`src/design/assert_macros.svh`:
```
`ifndef ASSERT_MACROS_SVH
`define ASSERT_MACROS_SVH

// Same-cycle implication, checked on every rising clock edge outside reset
`define ASSERT_SAME(label, clk, rst_n, ante, cons) \
    label: assert property (@(posedge clk) disable iff (!(rst_n)) (ante) |-> (cons)) \
        else $error("assertion failed");

// Next-cycle implication, checked on every rising clock edge outside reset
`define ASSERT_NEXT(label, clk, rst_n, ante, cons) \
    label: assert property (@(posedge clk) disable iff (!(rst_n)) (ante) |=> (cons)) \
        else $error("assertion failed");

`endif

```
`src/design/ps2_car_pkg.sv`:
```
package ps2_car_pkg;

    // Field widths
    localparam int CMD_W     = 2;
    localparam int PORT_W    = 2;
    localparam int BYTE_W    = 8;
    localparam int KIND_W    = 2;
    localparam int RETRY_W   = 4;
    localparam int UNREL_W   = 10;
    localparam int CFG_IDX_W = 1;
    localparam int CFG_W     = UNREL_W;

    // Result queue: power-of-two depth, room for two results per item
    localparam int QDEPTH = 4;
    localparam int QPTR_W = $clog2(QDEPTH);
    localparam int QCNT_W = $clog2(QDEPTH + 1);

    // Input commands
    localparam logic [CMD_W-1:0] CMD_START   = 2'd0;
    localparam logic [CMD_W-1:0] CMD_RX      = 2'd1;
    localparam logic [CMD_W-1:0] CMD_TIMEOUT = 2'd2;

    // Second port selector
    localparam logic [PORT_W-1:0] PORT_SECOND = 2'd2;

    // Result kinds
    localparam logic [KIND_W-1:0] KIND_CTRL = 2'd0;
    localparam logic [KIND_W-1:0] KIND_DATA = 2'd1;
    localparam logic [KIND_W-1:0] KIND_DONE = 2'd2;

    // Configuration register indexes
    localparam logic [CFG_IDX_W-1:0] CFG_RETRY_LIMIT = 1'd0;
    localparam logic [CFG_IDX_W-1:0] CFG_UNREL_LIMIT = 1'd1;

    // Protocol bytes
    localparam logic [BYTE_W-1:0] BYTE_ACK        = 8'hFA;
    localparam logic [BYTE_W-1:0] BYTE_ECHO       = 8'hEE;
    localparam logic [BYTE_W-1:0] BYTE_RESEND     = 8'hFE;
    localparam logic [BYTE_W-1:0] CTRL_SEND_PORT2 = 8'hD4;
    localparam logic [BYTE_W-1:0] NO_ANSWER       = 8'hFF;

    // Register reset values
    localparam logic [RETRY_W-1:0] RETRY_LIMIT_RST = 4'd5;
    localparam logic [UNREL_W-1:0] UNREL_LIMIT_RST = 10'd1000;

    typedef struct packed {
        logic [CMD_W-1:0]  cmd;
        logic [PORT_W-1:0] port;
        logic [BYTE_W-1:0] command_byte;
        logic [BYTE_W-1:0] rx_byte;
    } t_in_item;

    typedef struct packed {
        logic [KIND_W-1:0] kind;
        logic [BYTE_W-1:0] out_byte;
        logic              ok;
        logic              last;
    } t_out_item;

endpackage

```
`src/design/ps2_command_ack_retry_unit.sv`:
```
// PS/2 host command engine with acknowledge and retry. Each transfer on the
// input channel (start, received byte or timeout) is captured in an input
// register and classified from it once the queue has room; its results
// (none, one, or two for a second-port start or resend: the 0xD4
// controller write and then the data write) go into a four-entry result
// queue that feeds the output channel. One item is taken per clock while
// results drain; the queue and its one-result-per-clock output port (when
// the output is not stalled) set the pace, so items yielding two results
// take two output transfers. Results pass from the input register through
// the result queue to the output. Limits must be written over the plain
// register port only while the engine is idle; the block does not check.
`include "assert_macros.svh"

module ps2_command_ack_retry_unit (
    input  logic                                   i_clk,
    input  logic                                   i_rst_n,
    input  logic                                   i_cfg_we,
    input  logic [ps2_car_pkg::CFG_IDX_W-1:0]      i_cfg_index,
    input  logic [ps2_car_pkg::CFG_W-1:0]          i_cfg_data,
    input  logic                                   i_in_valid,
    output logic                                   o_in_stall,
    input  ps2_car_pkg::t_in_item                  i_in,
    output logic                                   o_out_valid,
    input  logic                                   i_out_stall,
    output ps2_car_pkg::t_out_item                 o_out
);

    // Configuration
    logic [ps2_car_pkg::RETRY_W-1:0] r_retry_limit;
    logic [ps2_car_pkg::UNREL_W-1:0] r_unrel_limit;

    // Input stage
    logic                  r_in_valid;
    ps2_car_pkg::t_in_item r_in;

    // Exchange state
    logic                              r_busy, n_busy;
    logic                              r_second, n_second;
    logic [ps2_car_pkg::BYTE_W-1:0]    r_pend, n_pend;
    logic [ps2_car_pkg::RETRY_W-1:0]   r_sends, n_sends;
    logic [ps2_car_pkg::UNREL_W-1:0]   r_unrel, n_unrel;
    logic [ps2_car_pkg::BYTE_W-1:0]    r_answer, n_answer;

    // Result queue
    ps2_car_pkg::t_out_item            r_q [ps2_car_pkg::QDEPTH];
    logic [ps2_car_pkg::QPTR_W-1:0]    r_wr_ptr, r_rd_ptr;
    logic [ps2_car_pkg::QCNT_W-1:0]    r_count;

    logic                   room, proc, in_acc, pop;
    logic [1:0]             push_n;
    logic                   send_req, fin_req, fin_ok;
    ps2_car_pkg::t_out_item res0, res1;

    // Handshakes; an item is processed only with room for two results
    assign room        = (r_count <= ps2_car_pkg::QCNT_W'(ps2_car_pkg::QDEPTH - 2));
    assign proc        = r_in_valid && room;
    assign o_in_stall  = r_in_valid && !room;
    assign in_acc      = i_in_valid && !o_in_stall;
    assign o_out_valid = (r_count != '0);
    assign o_out       = r_q[r_rd_ptr];
    assign pop         = o_out_valid && !i_out_stall;

    // Configuration writes
    always_ff @(posedge i_clk) begin
        if (!i_rst_n) begin
            r_retry_limit <= ps2_car_pkg::RETRY_LIMIT_RST;
            r_unrel_limit <= ps2_car_pkg::UNREL_LIMIT_RST;
        end else if (i_cfg_we) begin
            unique case (i_cfg_index)
                ps2_car_pkg::CFG_RETRY_LIMIT:
                    r_retry_limit <= i_cfg_data[ps2_car_pkg::RETRY_W-1:0];
                ps2_car_pkg::CFG_UNREL_LIMIT:
                    r_unrel_limit <= i_cfg_data[ps2_car_pkg::UNREL_W-1:0];
                default: ;
            endcase
        end
    end

    // Classification and next state
    always_comb begin
        n_busy   = r_busy;
        n_second = r_second;
        n_pend   = r_pend;
        n_sends  = r_sends;
        n_unrel  = r_unrel;
        n_answer = r_answer;
        send_req = 1'b0;
        fin_req  = 1'b0;
        fin_ok   = 1'b0;
        res0     = '0;
        res1     = '0;
        push_n   = 2'd0;

        if (proc) begin
            case (r_in.cmd)
                ps2_car_pkg::CMD_START: begin
                    n_busy   = 1'b1;
                    n_second = (r_in.port == ps2_car_pkg::PORT_SECOND);
                    n_pend   = r_in.command_byte;
                    n_sends  = '0;
                    n_unrel  = '0;
                    n_answer = ps2_car_pkg::NO_ANSWER;
                    send_req = 1'b1;
                end
                ps2_car_pkg::CMD_RX: begin
                    if (r_busy) begin
                        n_answer = r_in.rx_byte;
                        if (r_in.rx_byte == ps2_car_pkg::BYTE_ACK ||
                            r_in.rx_byte == ps2_car_pkg::BYTE_ECHO) begin
                            fin_req = 1'b1;
                            fin_ok  = 1'b1;
                        end else if (r_in.rx_byte == ps2_car_pkg::BYTE_RESEND) begin
                            send_req = 1'b1;
                        end else begin
                            n_unrel = r_unrel + ps2_car_pkg::UNREL_W'(1);
                            fin_req = (n_unrel >= r_unrel_limit);
                        end
                    end
                end
                ps2_car_pkg::CMD_TIMEOUT: begin
                    fin_req = r_busy;
                end
                default: ;
            endcase
        end

        // Send the pending command if the limits still allow it
        if (send_req) begin
            if (n_sends >= r_retry_limit || n_unrel >= r_unrel_limit) begin
                fin_req = 1'b1;
            end else begin
                n_sends = n_sends + ps2_car_pkg::RETRY_W'(1);
                if (n_second) begin
                    res0   = '{ps2_car_pkg::KIND_CTRL, ps2_car_pkg::CTRL_SEND_PORT2,
                               1'b0, 1'b0};
                    res1   = '{ps2_car_pkg::KIND_DATA, n_pend, 1'b0, 1'b1};
                    push_n = 2'd2;
                end else begin
                    res0   = '{ps2_car_pkg::KIND_DATA, n_pend, 1'b0, 1'b1};
                    push_n = 2'd1;
                end
            end
        end

        // Finish result
        if (fin_req) begin
            n_busy = 1'b0;
            res0   = '{ps2_car_pkg::KIND_DONE, n_answer, fin_ok, 1'b1};
            push_n = 2'd1;
        end
    end

    // Control and state registers
    always_ff @(posedge i_clk) begin
        if (!i_rst_n) begin
            r_in_valid <= 1'b0;
            r_busy     <= 1'b0;
            r_second   <= 1'b0;
            r_pend     <= '0;
            r_sends    <= '0;
            r_unrel    <= '0;
            r_answer   <= ps2_car_pkg::NO_ANSWER;
            r_wr_ptr   <= '0;
            r_rd_ptr   <= '0;
            r_count    <= '0;
        end else begin
            r_in_valid <= in_acc || (r_in_valid && !proc);
            r_busy     <= n_busy;
            r_second   <= n_second;
            r_pend     <= n_pend;
            r_sends    <= n_sends;
            r_unrel    <= n_unrel;
            r_answer   <= n_answer;
            r_wr_ptr   <= r_wr_ptr + ps2_car_pkg::QPTR_W'(push_n);
            r_rd_ptr   <= r_rd_ptr + ps2_car_pkg::QPTR_W'(pop);
            r_count    <= r_count + ps2_car_pkg::QCNT_W'(push_n)
                          - ps2_car_pkg::QCNT_W'(pop);
        end
    end

    // Payload registers
    always_ff @(posedge i_clk) begin
        if (in_acc) begin
            r_in <= i_in;
        end
        if (push_n != 2'd0) begin
            r_q[r_wr_ptr] <= res0;
        end
        if (push_n == 2'd2) begin
            r_q[r_wr_ptr + ps2_car_pkg::QPTR_W'(1)] <= res1;
        end
    end

    // Checks
    `ASSERT_SAME(a_count_bound, i_clk, i_rst_n, 1'b1,
        r_count <= ps2_car_pkg::QCNT_W'(ps2_car_pkg::QDEPTH))
    `ASSERT_SAME(a_ctrl_has_data, i_clk, i_rst_n,
        o_out_valid && o_out.kind == ps2_car_pkg::KIND_CTRL,
        r_count >= ps2_car_pkg::QCNT_W'(2) && !o_out.last)
    `ASSERT_NEXT(a_finish_idles, i_clk, i_rst_n, fin_req, !r_busy)
    `ASSERT_SAME(a_empty_no_stall, i_clk, i_rst_n, !r_in_valid, !o_in_stall)

endmodule
```
`config.mk`:
```
export PLATFORM = sky130hd
export DESIGN_NAME = ps2_command_ack_retry_unit
export DESIGN_NICKNAME = d
export VERILOG_FILES = /design/src/design/ps2_car_pkg.sv /design/src/design/ps2_command_ack_retry_unit.sv
export VERILOG_INCLUDE_DIRS = /design/src /design/src/design
export SDC_FILE = /design/constraint.sdc
export NUM_CORES = 1
export LEC_CHECK = 0
export BUFFER_PORTS_ARGS = -buffer_cell sky130_fd_sc_hd__buf_2
export CORE_MARGIN = 4
export CORE_UTILIZATION = 25
export CTS_CLUSTER_DIAMETER = 150
export CTS_CLUSTER_SIZE = 24
export DETAILED_ROUTE_END_ITERATION = 12
export GPL_TIMING_DRIVEN = 0
export PLACE_DENSITY_LB_ADDON = 0.08
export SYNTH_ARGS = -nofsm -noshare
export SYNTH_HDL_FRONTEND = slang
export SYNTH_SLANG_ARGS = --single-unit
```
`constraint.sdc`:
```
create_clock -name i_clk -period 9.5 [get_ports i_clk]
set_input_delay 0.475 -clock i_clk [delete_from_list [all_inputs] [get_ports i_clk]]
set_output_delay 0.475 -clock i_clk [all_outputs]
set_load 0.02 [all_outputs]
```
# [After elaboration in Yosys (flattened, before gate mapping)]
# Memory sizes are Yosys's and may differ from the RTL's. A register that Yosys moved wholly into a read port is not among the register bits.
# Cells that the tools add are included.
[totals] regBits=74 latch_bits=0 ram_bits=48 romBits=0 in_bits=36 output_inout_bits=14 wordCells=104 memories=1
[memory_table] name="r_q" words=4 word_bits=12 rd=1 rd_ports_with_merged_regs=1 wr=2 line="ps2_command_ack_retry_unit.sv:45" text="ps2_car_pkg::t_out_item r_q [ps2_car_pkg::QDEPTH];"
[classes] addsub=7 mul=0 n_div=0 n_lt_le_gt_ge=4 eq_ne=7 shift=0 n_mux=48 bitwise_logic=2 reduce_logical=19
[op_table] cell="$mux 11" n=6
[op_table] cell="$mux 10" n=4
[op_table] cell="$mux 8" n=4
[op_table] cell="$eq 8x8->1 const B" n=3
[op_table] cell="$ge 10x10->1" n=2
[op_table] cell="$mux 1" n=20
[op_table] cell="$pmux 10 s2" n=1
[op_table] cell="$mux 4" n=4
[op_table] cell="$pmux 8 s2" n=1
[op_table] cell="$mux 12" n=1
[op_table] cell="$add 10x1->10 const B" n=1
[op_table] cell="$mux 2" n=5
[op_table] cell="$eq 2x2->1 const B" n=3
[op_table] cell="$reduce_and 2->1" n=3
[op_table] cell="$logic_and 1x1->1" n=5
[op_table] cell="$add 4x1->4 const B" n=1
[op_table] cell="$ge 4x4->1" n=1
[op_table] cell="$logic_not 1->1" n=4
[op_table] cell="$pmux 1 s2" n=2
[op_table] cell="$add 3x2->3" n=1
[op_table] cell="$le 3x2->1 const B" n=1
[op_table] cell="$logic_or 1x1->1" n=3
[op_table] cell="$reduce_bool 3->1" n=1
[op_table] cell="$sub 3x1->3" n=1
[op_table] cell="8 further kinds" n=9

# [Logic depth before layout (Yosys ltp)]
[depth] depth_word=14 mapped_depth=20 ltp_nobuf=20

# [Worst setup path after synthesis]
# Ideal clock, no wire load.
[synth_timing] path_kind="register to register" startpoint="register r_in[18] in the netlist's numbering" endpoint="register r_count[2] in the netlist's numbering" setup_ps=115 arrival_ps=4153 required_time_ps=9385 setup_slack_ps=5232 stages_incl_launch_ff=20 n_path_buf=3 synth_period_minus_slack_ps=4268 path_cell_list="edfxtp_1 inv_1 ha_1 nand3_2 buf_1 clkbuf_1 nand2_1 ha_1 nand2b_1 a211oi_1 o211ai_1 a211o_1 a211oi_4 buf_6 inv_1 ha_1 inv_1 fa_1 xnor2_1 and2_1"
[synth_between] elab_chain_len=10 word_cells_on_any_way=24 classes_between="add/sub: 2; order compare: 2; eq/ne: 2; mux: 16; reduce/logical: 2"
[synth_rtl] element="start, declared" line="ps2_command_ack_retry_unit.sv:34" text="ps2_car_pkg::t_in_item r_in;"
[synth_rtl] element="start signal, assigned" line="ps2_command_ack_retry_unit.sv:184" text="r_in <= i_in;"
[synth_rtl] element="$eq 2x1->1 or $logic_not 2->1 (tied branches)" line="ps2_command_ack_retry_unit.sv:95" text="case (r_in.cmd)"
[synth_rtl] element="$pmux 10 s2 or $mux 4 (tied branches)" line="ps2_command_ack_retry_unit.sv:95"
[synth_rtl] element="$mux 10 or $mux 4 (tied branches)" line="ps2_command_ack_retry_unit.sv:94" text="if (proc) begin"
[synth_rtl] element="$ge 10x10->1 or $ge 4x4->1 (tied branches)" line="ps2_command_ack_retry_unit.sv:129" text="if (n_sends >= r_retry_limit || n_unrel >= r_unrel_limit) begin"
[synth_rtl] element="$logic_or 1x1->1" line="ps2_command_ack_retry_unit.sv:129"
[synth_rtl] element="$mux 2 or $mux 1 (tied branches)" line="ps2_command_ack_retry_unit.sv:129"
[synth_rtl] element="$mux 2 or $mux 1 (tied branches)" line="ps2_command_ack_retry_unit.sv:128" text="if (send_req) begin"
[synth_rtl] element="$mux 2 *" line="ps2_command_ack_retry_unit.sv:146" text="if (fin_req) begin"
[synth_rtl] element="$add 3x2->3 *" line="ps2_command_ack_retry_unit.sv:176" text="r_count <= r_count + ps2_car_pkg::QCNT_W'(push_n)"
[synth_rtl] element="$sub 3x1->3 *" line="ps2_command_ack_retry_unit.sv:177" text="- ps2_car_pkg::QCNT_W'(pop);"
[synth_rtl] element="end signal, assigned" line="ps2_command_ack_retry_unit.sv:176"
[synth_rtl] element="end, declared" line="ps2_command_ack_retry_unit.sv:47" text="logic [ps2_car_pkg::QCNT_W-1:0] r_count;"
# Every way passes the cells marked *; elsewhere a longest branch is shown, timed or not.
# A chain may end at the register's enable or synchronous reset.

==> out/metrics.yaml <==
wirelength_um: 16800
die_h_um: 164
synth_area_mm2: 0.00608
die_w_um: 164
num_vias: 4458
worstSetupPathType: "flip-flop to flip-flop"
grt-ovfl-total: 0
num_rows: 56
cts_setup_buffers: 0
grt_pass1_vias: 4625
p_int_uw: 1050
dieArea_mm2: 0.0269
cp_cell_sequence: "inv_1, ha_1, nand3_2, buf_1, clkbuf_1, nand2_1, ha_1, nand2b_1, a211oi_1, o211ai_1, a21o_1, nor2_1, a21oi_1, inv_1, a21oi_1, nor2_1"
synthTopCellsByArea: "edfxtp_1 (30%), dfxtp_1 (20%), ha_1 (7.0%)"
critPathBufInv: 4
synth_nets: 634
cts_tree: "yes"
relSlewSlack_pct: 27.1
power_frac_seq_pct: 41.6
design.core.area_mm2: 0.0237
post_drt_wl_per_cell_um: 17.5
min_from: "i_in[10]"
clock_skew_ps: 8.73
r2r_start: "r_in[18]$_DFFE_PP_"
dr.pass1.iters: 4
maxCapViolations: 0
final_area_mm2: 0.00729
place_area_mm2: 0.00673
drt-initial-drc-count: 197
syn_avg_cell_area_um2: 10.8
nFillCells: 2500
synthFlopType: "dfxtp_1"
cpPeakStageDelay_ps: 830
p_per_area_mw_per_mm2: 197
worst_slew_pin_slew_ps: 1090
port-buffer-count: 48
root_buffer: "clkbuf_16"
io_pins: 50
cts-resized-gates: 0
yosysTopAreaCellShare_pct: 29.7
clk_pin_slew_ps: 60
cts.htree.levels: 4
setup_viol: 0
grt_pass1_wl_um: 26500
drc: 0
seq_area_frac_synth_pct: 50.1
async_flop_share_pct: 0
layout_common_cells: "dfxtp_1 (62), edfxtp_1 (60), nand2_1 (57)"
area_growth_pct: 19.9
synth_top_area_cell: "edfxtp_1"
synth-edff-count: 60
critPathLaunchType: "flip-flop"
finalCritPeriodShare_pct: 54.5
max_freq_ghz: 0.193
yosysUniqueCellTypes: 56
vdd_drop_max_mv: 0.0972
start_util_pct: 25.7
comb_power_share_pct: 15.6
p_sw_uw: 379
cp.arrival_ps: 5200
clockBufferDepth: 2
antenna_found_initial: 1
p_clk_share_pct: 42.9
grt_util_all_layers_pct: 13.1
slowest_stage: "nor2_1"
hpwlAfterDp_um: 12400
multi_input_area_mm2: 0.00281
clock-sinks: 122
critPathTopFamily: "simple AND/OR/NAND/NOR gates"
ys.warnings.count: 0
gp_congestion: 0.772
cts_buffers: 17
grt_max_degree: 19
cts_hold_buf: 0
layout_commonest_cell: "dfxtp_1"
viasPerCell: 4.63
syn_inst: 563
critical_path_peak_fanout: 10
num_antenna_cells: 0
switching_share_pct: 26.4
p_leak_uw: 0.00298
nets: 702
worstSkewPairLatency_ps: 420
worstPathRequired_ps: 9530
hp-class: "primary input to flip-flop"
drive_gt1_share_pct: 16.3
outcome: "finished clean"
drv_slew: 0
rsz0062_at_grt: "no"
ys_seq_elements: 122
fin_setup_tns_ps: 0
period_minus_slack_ps: 5170
seqCellArea_mm2: 0.00304
timing_hold_violations_final: 0
cp-end-kind: "flip-flop"
ant_nets: 0
cp-startpoint: "r_in[18]$_DFFE_PP_"
## metal layers
layer,wire length (µm),global-route usage (%),vias up
li1,-,-,2204
met1,7670,16.7,2151
met2,8260,22.3,85
met3,621,2.26,18
met4,279,4.99,0
met5,0,0,-
## sequential cells by signal, indices dropped and copies added (netlist names), 2 cells and up
| name | flops |
|---|---|
| r_count | 3 |
| r_unrel_limit | 10 |
| r_retry_limit | 4 |
| r_pend | 8 |
| r_q | 48 |
| r_in | 20 |
| r_unrel | 10 |
| r_rd_ptr | 2 |
| r_answer | 8 |
| r_sends | 4 |
| r_wr_ptr | 2 |
## worst paths after layout
check                                  to  slack (ps)  cells past startpoint
setup reg to reg      r_q[1][2]$_DFFE_PP_        4330                     16
setup / recovery      r_q[1][2]$_DFFE_PP_        4330                     16
hold / removal         r_in[10]$_DFFE_PP_         230                      1
hold reg to reg   r_q[2][11]$_SDFFE_PP0N_         450                      2
## worst reg2reg max path, cell delays in order (launching register included)
cell      delay [ps]
edfxtp_1         340
inv_1             60
ha_1             220
nand3_2          190
buf_1            510
clkbuf_1         430
nand2_1          190
ha_1             300
nand2b_1         140
a211oi_1         280
o211ai_1         190
a21o_1           250
nor2_1           320
a21oi_1          230
inv_1            210
a21oi_1           90
nor2_1           830
## layout make-up
cell class | count | area share, %
clock buffer | 25 | 6.68
sequential | 122 | 41.8
multi-input combinational | 385 | 38.5
timing repair buffer | 49 | 3.50
tap | 319 | 5.48
clock inverter | 7 | 0.910
buffer | 27 | 1.63
inverter | 29 | 1.49
## cell families (layout without fill, tap and decap cells)
group                      after synthesis  in the layout  synth area share (%)
and+or+nand+nor                        175            175                  14.9
AOI/OAI and AO/OA                      123            123                  13.3
DFF                                    122            122                  50.1
buffers and inverters                   56            137                  3.75
adders and majority gates               35             35                  7.33
muxes                                   35             35                  8.24
xor gates and xnor gates                17             17                  2.45
## stage by stage
step           util, %  total power (µW)  cells  hold slack, ps  setup slack [ps]
2_1_floorplan        -               761    563             420              5230
3_3_place_gp      28.4               833    930             438              4170
3_5_place_dp      28.4               837    931             439              4160
4_1_cts           30.8              1460    963             210              4130
5_1_grt           30.8              1500    963             214              3780
6_report          30.8              1430    963             230              4330
## power by group through the flow
stage / clock network (µW) / logic, µW / registers (µW)
finish: 614 / 223 / 595
global route: 652 / 252 / 599
CTS: 630 / 231 / 596
detailed placement: 0 / 229 / 607
global placement: 0 / 226 / 608
floorplan: 0 / 160 / 601
## cell usage after synthesis (all sizes together), types with 3 or more instances
cell,instances
a2bb2oi,3
a21o,4
a21oi,22
a21boi,4
nand3,30
o211ai,10
nand4,7
nor2b,16
nor3,3
xor2,8
buf,8
clkbuf,19
mux2i,23
o21a,9
edfxtp,60
nor2,18
and3,6
mux4,12
o22ai,28
nand2b,5
and2,24
nand2,60
a22oi,3
xnor2,9
ha,34
dfxtp,62
inv,29
o21ai,25
Note: power is estimated with default switching activity, not from simulation.
